### src/hw/rtl/ezvad_pkg.sv
// ----------------------------------------------------------------------------
// ezvad_pkg
// Shared types and constants of the energy and zero-crossing voice activity
// detector: payload structs, configuration layout and queue status.
// ----------------------------------------------------------------------------
package ezvad_pkg;

   // One input sample of a frame.
   typedef struct packed {
      logic signed [15:0] sample;
      logic               last_sample;
   } req_type;

   // One decision per closed frame.
   typedef struct packed {
      logic speaking;
      logic frame_voice;
   } rsp_type;

   // Configuration as seen by the decision unit.
   typedef struct packed {
      logic [15:0] energy_threshold;
      logic [16:0] zcr_threshold;
      logic [7:0]  hangover_frames;
   } cfg_type;

   // Frame queue occupancy.
   localparam int unsigned QUEUE_DEPTH = 2;

   typedef struct packed {
      logic       empty;
      logic       full;
      logic [1:0] level;
   } q_status_type;

   // Configuration register indexes (word address bits [3:2]).
   localparam logic [1:0] REG_ENERGY_THRESHOLD = 2'd0;
   localparam logic [1:0] REG_ZCR_THRESHOLD    = 2'd1;
   localparam logic [1:0] REG_HANGOVER_FRAMES  = 2'd2;

   localparam logic [15:0] ENERGY_THRESHOLD_RESET = 16'd500;
   localparam logic [16:0] ZCR_THRESHOLD_RESET    = 17'd19661;
   localparam logic [7:0]  HANGOVER_FRAMES_RESET  = 8'd8;

   // Two active frames in a row declare speech.
   localparam logic [1:0] ACTIVE_RUN_SPEAK = 2'd2;
   localparam logic [7:0] SILENT_RUN_MAX   = 8'd255;

endpackage

### src/hw/rtl/ezvad_queue.sv
// ----------------------------------------------------------------------------
// ezvad_queue
// Two-entry frame queue between the accumulator and the decision unit.
// ----------------------------------------------------------------------------
module ezvad_queue #(
   parameter int unsigned WIDTH = 68
) (
   input  logic                    clock,
   input  logic                    reset,
   input  logic                    push,
   input  logic [WIDTH-1:0]        wdata,
   input  logic                    pop,
   output logic [WIDTH-1:0]        rdata,
   output ezvad_pkg::q_status_type status
);

   logic [WIDTH-1:0] entry_ff [ezvad_pkg::QUEUE_DEPTH];
   logic             wr_ptr_ff, wr_ptr_in;
   logic             rd_ptr_ff, rd_ptr_in;
   logic [1:0]       level_ff, level_in;
   logic             do_push, do_pop;

   assign do_push = push && (level_ff != 2'(ezvad_pkg::QUEUE_DEPTH));
   assign do_pop  = pop && (level_ff != 2'd0);

   always_comb begin
      wr_ptr_in = do_push ? ~wr_ptr_ff : wr_ptr_ff;
      rd_ptr_in = do_pop ? ~rd_ptr_ff : rd_ptr_ff;
      level_in  = level_ff;
      if (do_push && !do_pop) begin
         level_in = level_ff + 2'd1;
      end else if (do_pop && !do_push) begin
         level_in = level_ff - 2'd1;
      end
   end

   always_ff @(posedge clock) begin
      if (reset) begin
         wr_ptr_ff <= 1'b0;
         rd_ptr_ff <= 1'b0;
         level_ff  <= 2'd0;
      end else begin
         wr_ptr_ff <= wr_ptr_in;
         rd_ptr_ff <= rd_ptr_in;
         level_ff  <= level_in;
      end
   end

   always_ff @(posedge clock) begin
      if (do_push) begin
         entry_ff[wr_ptr_ff] <= wdata;
      end
   end

   assign rdata        = entry_ff[rd_ptr_ff];
   assign status.empty = (level_ff == 2'd0);
   assign status.full  = (level_ff == 2'(ezvad_pkg::QUEUE_DEPTH));
   assign status.level = level_ff;

endmodule

### src/hw/rtl/ezvad_front.sv
// ----------------------------------------------------------------------------
// ezvad_front
// Sample accumulator: squares each sample, counts samples and sign changes,
// and hands each closed frame to the queue as one record.
// ----------------------------------------------------------------------------
module ezvad_front #(
   parameter int unsigned MAX_FRAME_LEN = 4096,
   localparam int unsigned CNT_W = $clog2(MAX_FRAME_LEN + 1),
   localparam int unsigned CRS_W = $clog2(MAX_FRAME_LEN),
   localparam int unsigned SUM_W = 30 + CNT_W,
   localparam int unsigned REC_W = SUM_W + CNT_W + CRS_W
) (
   input  logic                    clock,
   input  logic                    reset,
   input  logic                    req_valid,
   input  ezvad_pkg::req_type      req_data,
   output logic                    req_stall,
   input  ezvad_pkg::q_status_type q_status,
   output logic                    q_push,
   output logic [REC_W-1:0]        q_wdata
);

   logic             accept;
   logic             negative;
   logic [15:0]      mag;
   logic [CNT_W-1:0] count_ff, count_in, count_inc;
   logic [CRS_W-1:0] cross_ff, cross_in, cross_inc;
   logic             prev_neg_ff, prev_neg_in;
   logic             close;
   // second stage: registered square and frame snapshot
   logic             sq_valid_ff, sq_valid_in;
   logic             close_ff, close_in;
   logic [31:0]      sq_ff, sq_in;
   logic [CNT_W-1:0] snap_n_ff, snap_n_in;
   logic [CRS_W-1:0] snap_c_ff, snap_c_in;
   logic [SUM_W-1:0] sum_ff, sum_in, sum_next;
   logic             pending;

   assign pending   = sq_valid_ff && close_ff;
   assign req_stall = (3'(q_status.level) + 3'(pending)) >= 3'(ezvad_pkg::QUEUE_DEPTH);
   assign accept    = req_valid && !req_stall;

   assign negative  = req_data.sample[15];
   assign mag       = negative ? (16'd0 - $unsigned(req_data.sample))
                               : $unsigned(req_data.sample);
   assign count_inc = count_ff + CNT_W'(1);
   assign cross_inc = ((count_ff != '0) && (negative != prev_neg_ff))
                      ? cross_ff + CRS_W'(1) : cross_ff;
   assign close     = req_data.last_sample || (count_inc == CNT_W'(MAX_FRAME_LEN));

   always_comb begin
      count_in    = count_ff;
      cross_in    = cross_ff;
      prev_neg_in = prev_neg_ff;
      sq_valid_in = accept;
      close_in    = close_ff;
      sq_in       = sq_ff;
      snap_n_in   = snap_n_ff;
      snap_c_in   = snap_c_ff;
      if (accept) begin
         sq_in    = {16'd0, mag} * {16'd0, mag};
         close_in = close;
         if (close) begin
            // The frame ends here; its totals move to the second stage.
            snap_n_in   = count_inc;
            snap_c_in   = cross_inc;
            count_in    = '0;
            cross_in    = '0;
            prev_neg_in = 1'b0;
         end else begin
            count_in    = count_inc;
            cross_in    = cross_inc;
            prev_neg_in = negative;
         end
      end
   end

   assign sum_next = sum_ff + SUM_W'(sq_ff);

   always_comb begin
      sum_in = sum_ff;
      if (sq_valid_ff) begin
         sum_in = close_ff ? '0 : sum_next;
      end
   end

   assign q_push  = pending;
   assign q_wdata = {sum_next, snap_n_ff, snap_c_ff};

   always_ff @(posedge clock) begin
      if (reset) begin
         count_ff    <= '0;
         cross_ff    <= '0;
         prev_neg_ff <= 1'b0;
         sq_valid_ff <= 1'b0;
         close_ff    <= 1'b0;
         sum_ff      <= '0;
      end else begin
         count_ff    <= count_in;
         cross_ff    <= cross_in;
         prev_neg_ff <= prev_neg_in;
         sq_valid_ff <= sq_valid_in;
         close_ff    <= close_in;
         sum_ff      <= sum_in;
      end
   end

   always_ff @(posedge clock) begin
      sq_ff     <= sq_in;
      snap_n_ff <= snap_n_in;
      snap_c_ff <= snap_c_in;
   end

   a_push_has_room: assert property (@(posedge clock) disable iff (reset)
      q_push |-> !q_status.full)
      else $error("frame record pushed into a full queue");

   a_count_bounded: assert property (@(posedge clock) disable iff (reset)
      count_ff < CNT_W'(MAX_FRAME_LEN))
      else $error("open frame reached the maximum length without closing");

   a_close_restarts: assert property (@(posedge clock) disable iff (reset)
      (accept && close) |=> (count_ff == '0) && (cross_ff == '0))
      else $error("frame counters not restarted after a closing sample");

endmodule

### src/hw/rtl/ezvad_back.sv
// ----------------------------------------------------------------------------
// ezvad_back
// Decision unit: takes one frame record at a time, forms the threshold
// products over two multiply steps, applies the activity and hangover rules
// and presents the result in an output register.
// ----------------------------------------------------------------------------
module ezvad_back #(
   parameter int unsigned MAX_FRAME_LEN = 4096,
   localparam int unsigned CNT_W = $clog2(MAX_FRAME_LEN + 1),
   localparam int unsigned CRS_W = $clog2(MAX_FRAME_LEN),
   localparam int unsigned SUM_W = 30 + CNT_W,
   localparam int unsigned REC_W = SUM_W + CNT_W + CRS_W,
   localparam int unsigned CMP_W = SUM_W + 2,
   localparam int unsigned ZN_W  = 17 + CNT_W
) (
   input  logic                    clock,
   input  logic                    reset,
   input  ezvad_pkg::cfg_type      cfg,
   input  ezvad_pkg::q_status_type q_status,
   input  logic [REC_W-1:0]        q_rdata,
   output logic                    q_pop,
   output logic                    rsp_valid,
   output ezvad_pkg::rsp_type      rsp_data,
   input  logic                    rsp_stall
);

   typedef enum logic [1:0] {
      ST_IDLE,
      ST_MUL1,
      ST_MUL2,
      ST_DECIDE
   } state_type;

   state_type          state_ff;
   logic [SUM_W-1:0]   sum_ff;
   logic [CNT_W-1:0]   n_ff;
   logic [CRS_W-1:0]   c_ff;
   logic [31:0]        tsq_ff;
   logic [ZN_W-1:0]    zn_ff;
   logic [CMP_W-1:0]   tn_ff;
   logic [1:0]         active_run_ff;
   logic [7:0]         silent_run_ff;
   logic               speaking_ff;
   logic               rsp_valid_ff;
   ezvad_pkg::rsp_type rsp_data_ff;

   logic               loud, voiced, low_zcr, active;
   logic               load;
   logic [1:0]         active_run_in;
   logic [7:0]         silent_run_in;
   logic               speaking_in;

   assign q_pop = (state_ff == ST_IDLE) && !q_status.empty;
   assign load  = (state_ff == ST_DECIDE) && (!rsp_valid_ff || !rsp_stall);

   // Exact cross-multiplied forms of the RMS and crossing-rate tests.
   assign loud    = CMP_W'(sum_ff) > tn_ff;
   assign voiced  = {sum_ff, 2'b00} > tn_ff;
   assign low_zcr = ZN_W'({c_ff, 16'd0}) < zn_ff;
   assign active  = loud || (voiced && low_zcr);

   always_comb begin
      active_run_in = active_run_ff;
      silent_run_in = silent_run_ff;
      speaking_in   = speaking_ff;
      if (active) begin
         if (active_run_ff < ezvad_pkg::ACTIVE_RUN_SPEAK) begin
            active_run_in = active_run_ff + 2'd1;
         end
         silent_run_in = 8'd0;
         if (active_run_in >= ezvad_pkg::ACTIVE_RUN_SPEAK) begin
            speaking_in = 1'b1;
         end
      end else begin
         if (silent_run_ff < ezvad_pkg::SILENT_RUN_MAX) begin
            silent_run_in = silent_run_ff + 8'd1;
         end
         active_run_in = 2'd0;
         if (silent_run_in >= cfg.hangover_frames) begin
            speaking_in = 1'b0;
         end
      end
   end

   always_ff @(posedge clock) begin
      if (reset) begin
         state_ff      <= ST_IDLE;
         active_run_ff <= 2'd0;
         silent_run_ff <= 8'd0;
         speaking_ff   <= 1'b0;
         rsp_valid_ff  <= 1'b0;
      end else begin
         if (load) begin
            rsp_valid_ff <= 1'b1;
         end else if (rsp_valid_ff && !rsp_stall) begin
            rsp_valid_ff <= 1'b0;
         end
         case (state_ff)
            ST_IDLE: begin
               if (q_pop) begin
                  {sum_ff, n_ff, c_ff} <= q_rdata;
                  state_ff             <= ST_MUL1;
               end
            end
            ST_MUL1: begin
               tsq_ff   <= {16'd0, cfg.energy_threshold} * {16'd0, cfg.energy_threshold};
               zn_ff    <= ZN_W'(cfg.zcr_threshold) * ZN_W'(n_ff);
               state_ff <= ST_MUL2;
            end
            ST_MUL2: begin
               tn_ff    <= CMP_W'(tsq_ff) * CMP_W'(n_ff);
               state_ff <= ST_DECIDE;
            end
            ST_DECIDE: begin
               if (load) begin
                  active_run_ff            <= active_run_in;
                  silent_run_ff            <= silent_run_in;
                  speaking_ff              <= speaking_in;
                  rsp_data_ff.speaking     <= speaking_in;
                  rsp_data_ff.frame_voice  <= active;
                  state_ff                 <= ST_IDLE;
               end
            end
            default: begin
               state_ff <= ST_IDLE;
            end
         endcase
      end
   end

   assign rsp_valid = rsp_valid_ff;
   assign rsp_data  = rsp_data_ff;

   a_decide_waits: assert property (@(posedge clock) disable iff (reset)
      (state_ff == ST_DECIDE && rsp_valid_ff && rsp_stall) |=> state_ff == ST_DECIDE)
      else $error("decision left while the output register was still occupied");

   a_speech_needs_activity: assert property (@(posedge clock) disable iff (reset)
      (load && speaking_in && !active) |-> speaking_ff)
      else $error("speech declared on a silent frame");

   a_active_run_saturates: assert property (@(posedge clock) disable iff (reset)
      active_run_ff != 2'd3)
      else $error("active run counter passed its saturation value");

endmodule

### src/hw/rtl/energy_zcr_voice_activity_detector_core.sv
// ----------------------------------------------------------------------------
// energy_zcr_voice_activity_detector_core
// Throughput: one sample per cycle while req_stall is low; the decision unit
// runs its two-step multiply sequence once per frame, and the two-entry frame
// queue absorbs short frames until it fills. Synchronous active-high reset
// restores the register defaults and clears all frame and speech state.
// ----------------------------------------------------------------------------
module energy_zcr_voice_activity_detector_core #(
   parameter int unsigned MAX_FRAME_LEN = 4096
) (
   input  logic                 clock,
   input  logic                 reset,
   input  logic                 req_valid,
   input  ezvad_pkg::req_type   req_data,
   output logic                 req_stall,
   output logic                 rsp_valid,
   output ezvad_pkg::rsp_type   rsp_data,
   input  logic                 rsp_stall,
   input  logic                 psel,
   input  logic                 penable,
   input  logic                 pwrite,
   input  logic [3:0]           paddr,
   input  logic [31:0]          pwdata,
   output logic [31:0]          prdata,
   output logic                 pready
);

   localparam int unsigned CNT_W = $clog2(MAX_FRAME_LEN + 1);
   localparam int unsigned CRS_W = $clog2(MAX_FRAME_LEN);
   localparam int unsigned REC_W = 30 + CNT_W + CNT_W + CRS_W;

   ezvad_pkg::cfg_type      cfg_ff;
   ezvad_pkg::q_status_type q_status;
   logic                    q_push, q_pop;
   logic [REC_W-1:0]        q_wdata, q_rdata;
   logic                    wr_en;

   assign pready = 1'b1;
   assign wr_en  = psel && penable && pwrite && pready;

   always_ff @(posedge clock) begin
      if (reset) begin
         cfg_ff.energy_threshold <= ezvad_pkg::ENERGY_THRESHOLD_RESET;
         cfg_ff.zcr_threshold    <= ezvad_pkg::ZCR_THRESHOLD_RESET;
         cfg_ff.hangover_frames  <= ezvad_pkg::HANGOVER_FRAMES_RESET;
      end else if (wr_en) begin
         case (paddr[3:2])
            ezvad_pkg::REG_ENERGY_THRESHOLD: cfg_ff.energy_threshold <= pwdata[15:0];
            ezvad_pkg::REG_ZCR_THRESHOLD:    cfg_ff.zcr_threshold    <= pwdata[16:0];
            ezvad_pkg::REG_HANGOVER_FRAMES:  cfg_ff.hangover_frames  <= pwdata[7:0];
            default: begin
            end
         endcase
      end
   end

   always_comb begin
      case (paddr[3:2])
         ezvad_pkg::REG_ENERGY_THRESHOLD: prdata = {16'd0, cfg_ff.energy_threshold};
         ezvad_pkg::REG_ZCR_THRESHOLD:    prdata = {15'd0, cfg_ff.zcr_threshold};
         ezvad_pkg::REG_HANGOVER_FRAMES:  prdata = {24'd0, cfg_ff.hangover_frames};
         default:                         prdata = 32'd0;
      endcase
   end

   ezvad_front #(
      .MAX_FRAME_LEN (MAX_FRAME_LEN)
   ) u_front (
      .clock     (clock),
      .reset     (reset),
      .req_valid (req_valid),
      .req_data  (req_data),
      .req_stall (req_stall),
      .q_status  (q_status),
      .q_push    (q_push),
      .q_wdata   (q_wdata)
   );

   ezvad_queue #(
      .WIDTH (REC_W)
   ) u_queue (
      .clock  (clock),
      .reset  (reset),
      .push   (q_push),
      .wdata  (q_wdata),
      .pop    (q_pop),
      .rdata  (q_rdata),
      .status (q_status)
   );

   ezvad_back #(
      .MAX_FRAME_LEN (MAX_FRAME_LEN)
   ) u_back (
      .clock     (clock),
      .reset     (reset),
      .cfg       (cfg_ff),
      .q_status  (q_status),
      .q_rdata   (q_rdata),
      .q_pop     (q_pop),
      .rsp_valid (rsp_valid),
      .rsp_data  (rsp_data),
      .rsp_stall (rsp_stall)
   );

endmodule

### config.mk
export PLATFORM = sky130hd
export DESIGN_NAME = energy_zcr_voice_activity_detector_core
export DESIGN_NICKNAME = d
export VERILOG_FILES = /design/src/hw/rtl/ezvad_pkg.sv /design/src/hw/rtl/ezvad_queue.sv /design/src/hw/rtl/ezvad_front.sv /design/src/hw/rtl/ezvad_back.sv /design/src/hw/rtl/energy_zcr_voice_activity_detector_core.sv
export SDC_FILE = /design/constraint.sdc
export NUM_CORES = 2
export LEC_CHECK = 0
export BUFFER_PORTS_ARGS = -buffer_cell sky130_fd_sc_hd__clkbuf_2
export CORE_MARGIN = 2
export CORE_UTILIZATION = 35
export CTS_CLUSTER_SIZE = 14
export DETAILED_ROUTE_END_ITERATION = 12
export REMOVE_ABC_BUFFERS = 1
export SLEW_MARGIN = 5
export SYNTH_ARGS = -nofsm -noshare
export SYNTH_HDL_FRONTEND = slang
export SYNTH_SLANG_ARGS = --single-unit
### constraint.sdc
create_clock -name clock -period 6.8 [get_ports clock]
set_input_delay 0 -clock clock [delete_from_list [all_inputs] [get_ports clock]]
set_output_delay 0 -clock clock [all_outputs]
set_load 0.01 [all_outputs]
==> summary.md <==
| Metric | Value |
|---|---|
| Area Overhead vs Synth | `11.1%` |
| CTS tree | `done` |
| Largest stage delay, worst path | `0.62 ns` |
| Startpoint types | `input pin` |
| Critical path required time | `7.18 ns` |
| Die height | `403 µm` |
| Clock skew | `0.0611 ns` |
| Mapped Cells | `5593` |
| Worst path slowest cell | `or4b_2` |
| Clock latency on the worst-skew pair | `about 0.64 ns` |
| Ys flop type | `edfxtp_1` |
| DRT antenna net count | `0` |
| # fillers | `around 16k` |
| R2R Path Start | `cfg_ff[32]` |
| Final Net Count | `about 7k` |
| CP Max Fanout | `5` |
| I/O Pins | `97` |
| Placed Instances | `a little under 8k` |
| Yosys Warn Count | `0` |
| Hold_ws | `between 0.1 and 0.15 ns` |
| Max_cap viols | `0` |
| Multi-input gate area | `37700 µm²` |
| Antenna Cells | `0` |
| DP HPWL | `a little over 100000 µm` |
| Min cycle time layout | `6.45 ns` |
| Post-synthesis cell type count | `89` |
| Hold Path End | `u_front.sq_ff[2]` |
| Final worst setup slack | `0.346 ns` |
| Endpoints failing hold | `0` |
| Status | `finished, final reports clean` |
| Crit path capture type | `flip-flop` |
| Max frequency | `0.155 GHz` |
| Vias in the first global route | `41.3k` |
| PortBufs | `63` |
| Crit path DAT | `6.84 ns` |
| Die Span X | `about 400 µm` |
| Vias/cell | `4.93` |
| Initial antenna violation count | `4` |
| Worst R2R Setup Slack | `0.38 ns` |
| HP Start | `req_data[2]` |
| Per-cell routed wire length | `between 15 and 20 µm` |
| EDFF count, synth | `approximately 370` |
| Setup Crit Path Kind | `in2reg` |
| Fin crit share | `94.9%` |
| Hold Path Cell Cnt | `3` |
| Ys async rst share | `0%` |
| TritonRoute pass-1 iters | `6` |
| Clock sink total | `approximately 500` |
| DR vias | `between 30k and 40k` |
| Place WS | `-0.335 ns` |
| Hold crit path type | `in2reg` |
| Num rows | `about 150` |
| Sequential element share of the synthesized area | `24.5%` |
| Core Box Area | `158000 µm²` |
| Starting Density | `between 30% and 40%` |
| Die area | `between 150000 and 200000 µm²` |
| Gr ovfl total | `0` |
| Clock Tree Buf Depth | `3` |
| Commonest non-fill, non-tap cell in the layout | `inv_1` |
| Clk pin slew, worst setup/hold paths | `0.06 ns` |
| Root buffer cell | `clkbuf_16` |
| Worst R2R End | `u_back.tsq_ff[31]` |
| Register area | `13700 µm²` |
| Slew @ Worst Pin | `1.22 ns` |
| Mapped Area | `about 56000 µm²` |
| GPL Wtd Cong | `0.863` |
| Most frequent cells in the layout | `955 x inv_1, 814 x fa_1, 712 x nand2_1` |
| Mean Syn Cell Area | `9.97 µm²` |
| Post-layout util | `39.2%` |
| Most numerous cell on the critical path | `fa_1` |
| Htree depth | `2` |
| Share of post-route cells with drive strength above 1 | `9.05%` |
| CTS Buf Count | `55` |
| Max-slew headroom | `18.4%` |
| WL final | `~130000 µm` |
| Final slew viol count | `0` |
| DR DRC count | `0` |
| Largest net degree at the start of global routing | `59` |
| Cells on worst reg2reg path | `19` |
| RSZ-0062 raised after global routing | `no` |
| Total Routing Usage GR | `16.5%` |
| Endpoints failing setup | `0` |
| First-pass GRT wire length | `218000 µm` |
| Register bit total from synthesis | `498` |
| Drt initial violations | `between 2k and 2.5k` |
| Post-Layout Cell Count | `7871` |
[per-stage QoR]
stage | cell area [µm²] | setup TNS (ns)
3_5_place_dp | 59600 | -1.75
2_1_floorplan | 54900 | -0.913
4_1_cts | 61800 | 0
3_3_place_gp | 59600 | -0.981
6_report | 61900 | 0
5_1_grt | 61900 | 0
[per-layer routing]
layer / vias up / part of all wire, % / global-route usage (%)
li1: 18200 / - / -
met1: 19700 / 46 / 22.7
met2: 732 / 48 / 27.9
met3: 164 / 4.1 / 1.67
met4: 0 / 2.3 / 4.13
met5: - / 0 / 0
[registers in the layout, summed over array words and instances (netlist names), 30 cells and up]
name              count
cfg_ff               41
u_back.tsq_ff        31
u_back.sum_ff        43
u_front.sum_ff       43
u_back.tn_ff         45
u_front.sq_ff        31
u_queue.entry_ff    136
u_back.zn_ff         30
[worst max-delay path by stage]
stage                start           endpoint  slack, ns  cells after the start
5_1_grt         cfg_ff[27]  u_back.tsq_ff[31]      0.002                     22
4_1_cts        req_data[2]  u_front.sq_ff[30]       0.01                     30
2_1_floorplan  req_data[4]  u_front.sq_ff[31]      -0.26                     29
3_3_place_gp   req_data[4]  u_front.sq_ff[30]      -0.23                     30
3_5_place_dp   req_data[4]  u_front.sq_ff[30]      -0.34                     30
6_report       req_data[4]  u_front.sq_ff[30]       0.35                     29
[cell type report]
cell class,count,share of cell area [%]
well taps,2072,4.19
clock buffers,68,2.37
clock inverters,36,0.733
flip-flops and latches,498,22.1
inverters,967,5.86
multi-input cells,3913,60.9
repair buffers,317,3.93
[timing repair]
item / in CTS / in global routing
buffers inserted: 0 / 3
resized for setup: 0 / 35
setup endpoints to repair: 0 / 19
endpoints found under the hold margin: 83 / 0
hold buffers: 27 / 0
[cells by family (layout without fill, tap and decap cells)]
logic type                 Yosys count  count (layout)  synth area share (%)
and+or+nand+nor                   1565            1565                  13.2
adders and majority gates         1326            1326                  40.7
buffers and inverters             1212            1388                  8.30
AOI/OAI and AO/OA                  679             679                  8.02
DFF                                498             498                  24.5
xor gates and xnor gates           213             213                  3.37
muxes                               98              98                  1.92
other                                2              32                0.0135
[Yosys cell counts, types with 14 or more instances]
cell type	count	area share, %
clkbuf_1	207	1.4
mux2i_1	27	0.48
a31oi_1	26	0.29
o211ai_1	15	0.20
nor2_1	252	1.7
nand4_1	34	0.38
nor4_1	14	0.16
nand2_1	713	4.8
o21bai_1	20	0.27
nor2b_1	34	0.38
fa_1	814	29
and2_1	301	3.4
dfxtp_1	130	4.7
mux2_2	71	1.4
nand3_1	59	0.53
and3_1	30	0.34
nand2b_1	19	0.21
a211oi_1	22	0.30
nor3_1	42	0.38
a21o_1	92	1.2
o21ai_0	121	1.1
xor2_1	74	1.2
inv_1	957	6.4
a21oi_1	209	1.9
edfxtp_1	368	20
buf_4	16	0.22
ha_1	512	11
o21a_1	28	0.38
a22oi_1	30	0.40
xnor2_1	137	2.2
[critical path: cells and delay by family]
kind            cells  cell delay, ns
compound gates      5            0.92
fa+ha+maj           7            3.37
buf+inv             9            0.95
simple gates        7            1.53
xor+xnor            1            0.07
Power is left out: the tool's default activity adds up to more than one toggle a clock period on the data nets, which glitch-free logic cannot reach.
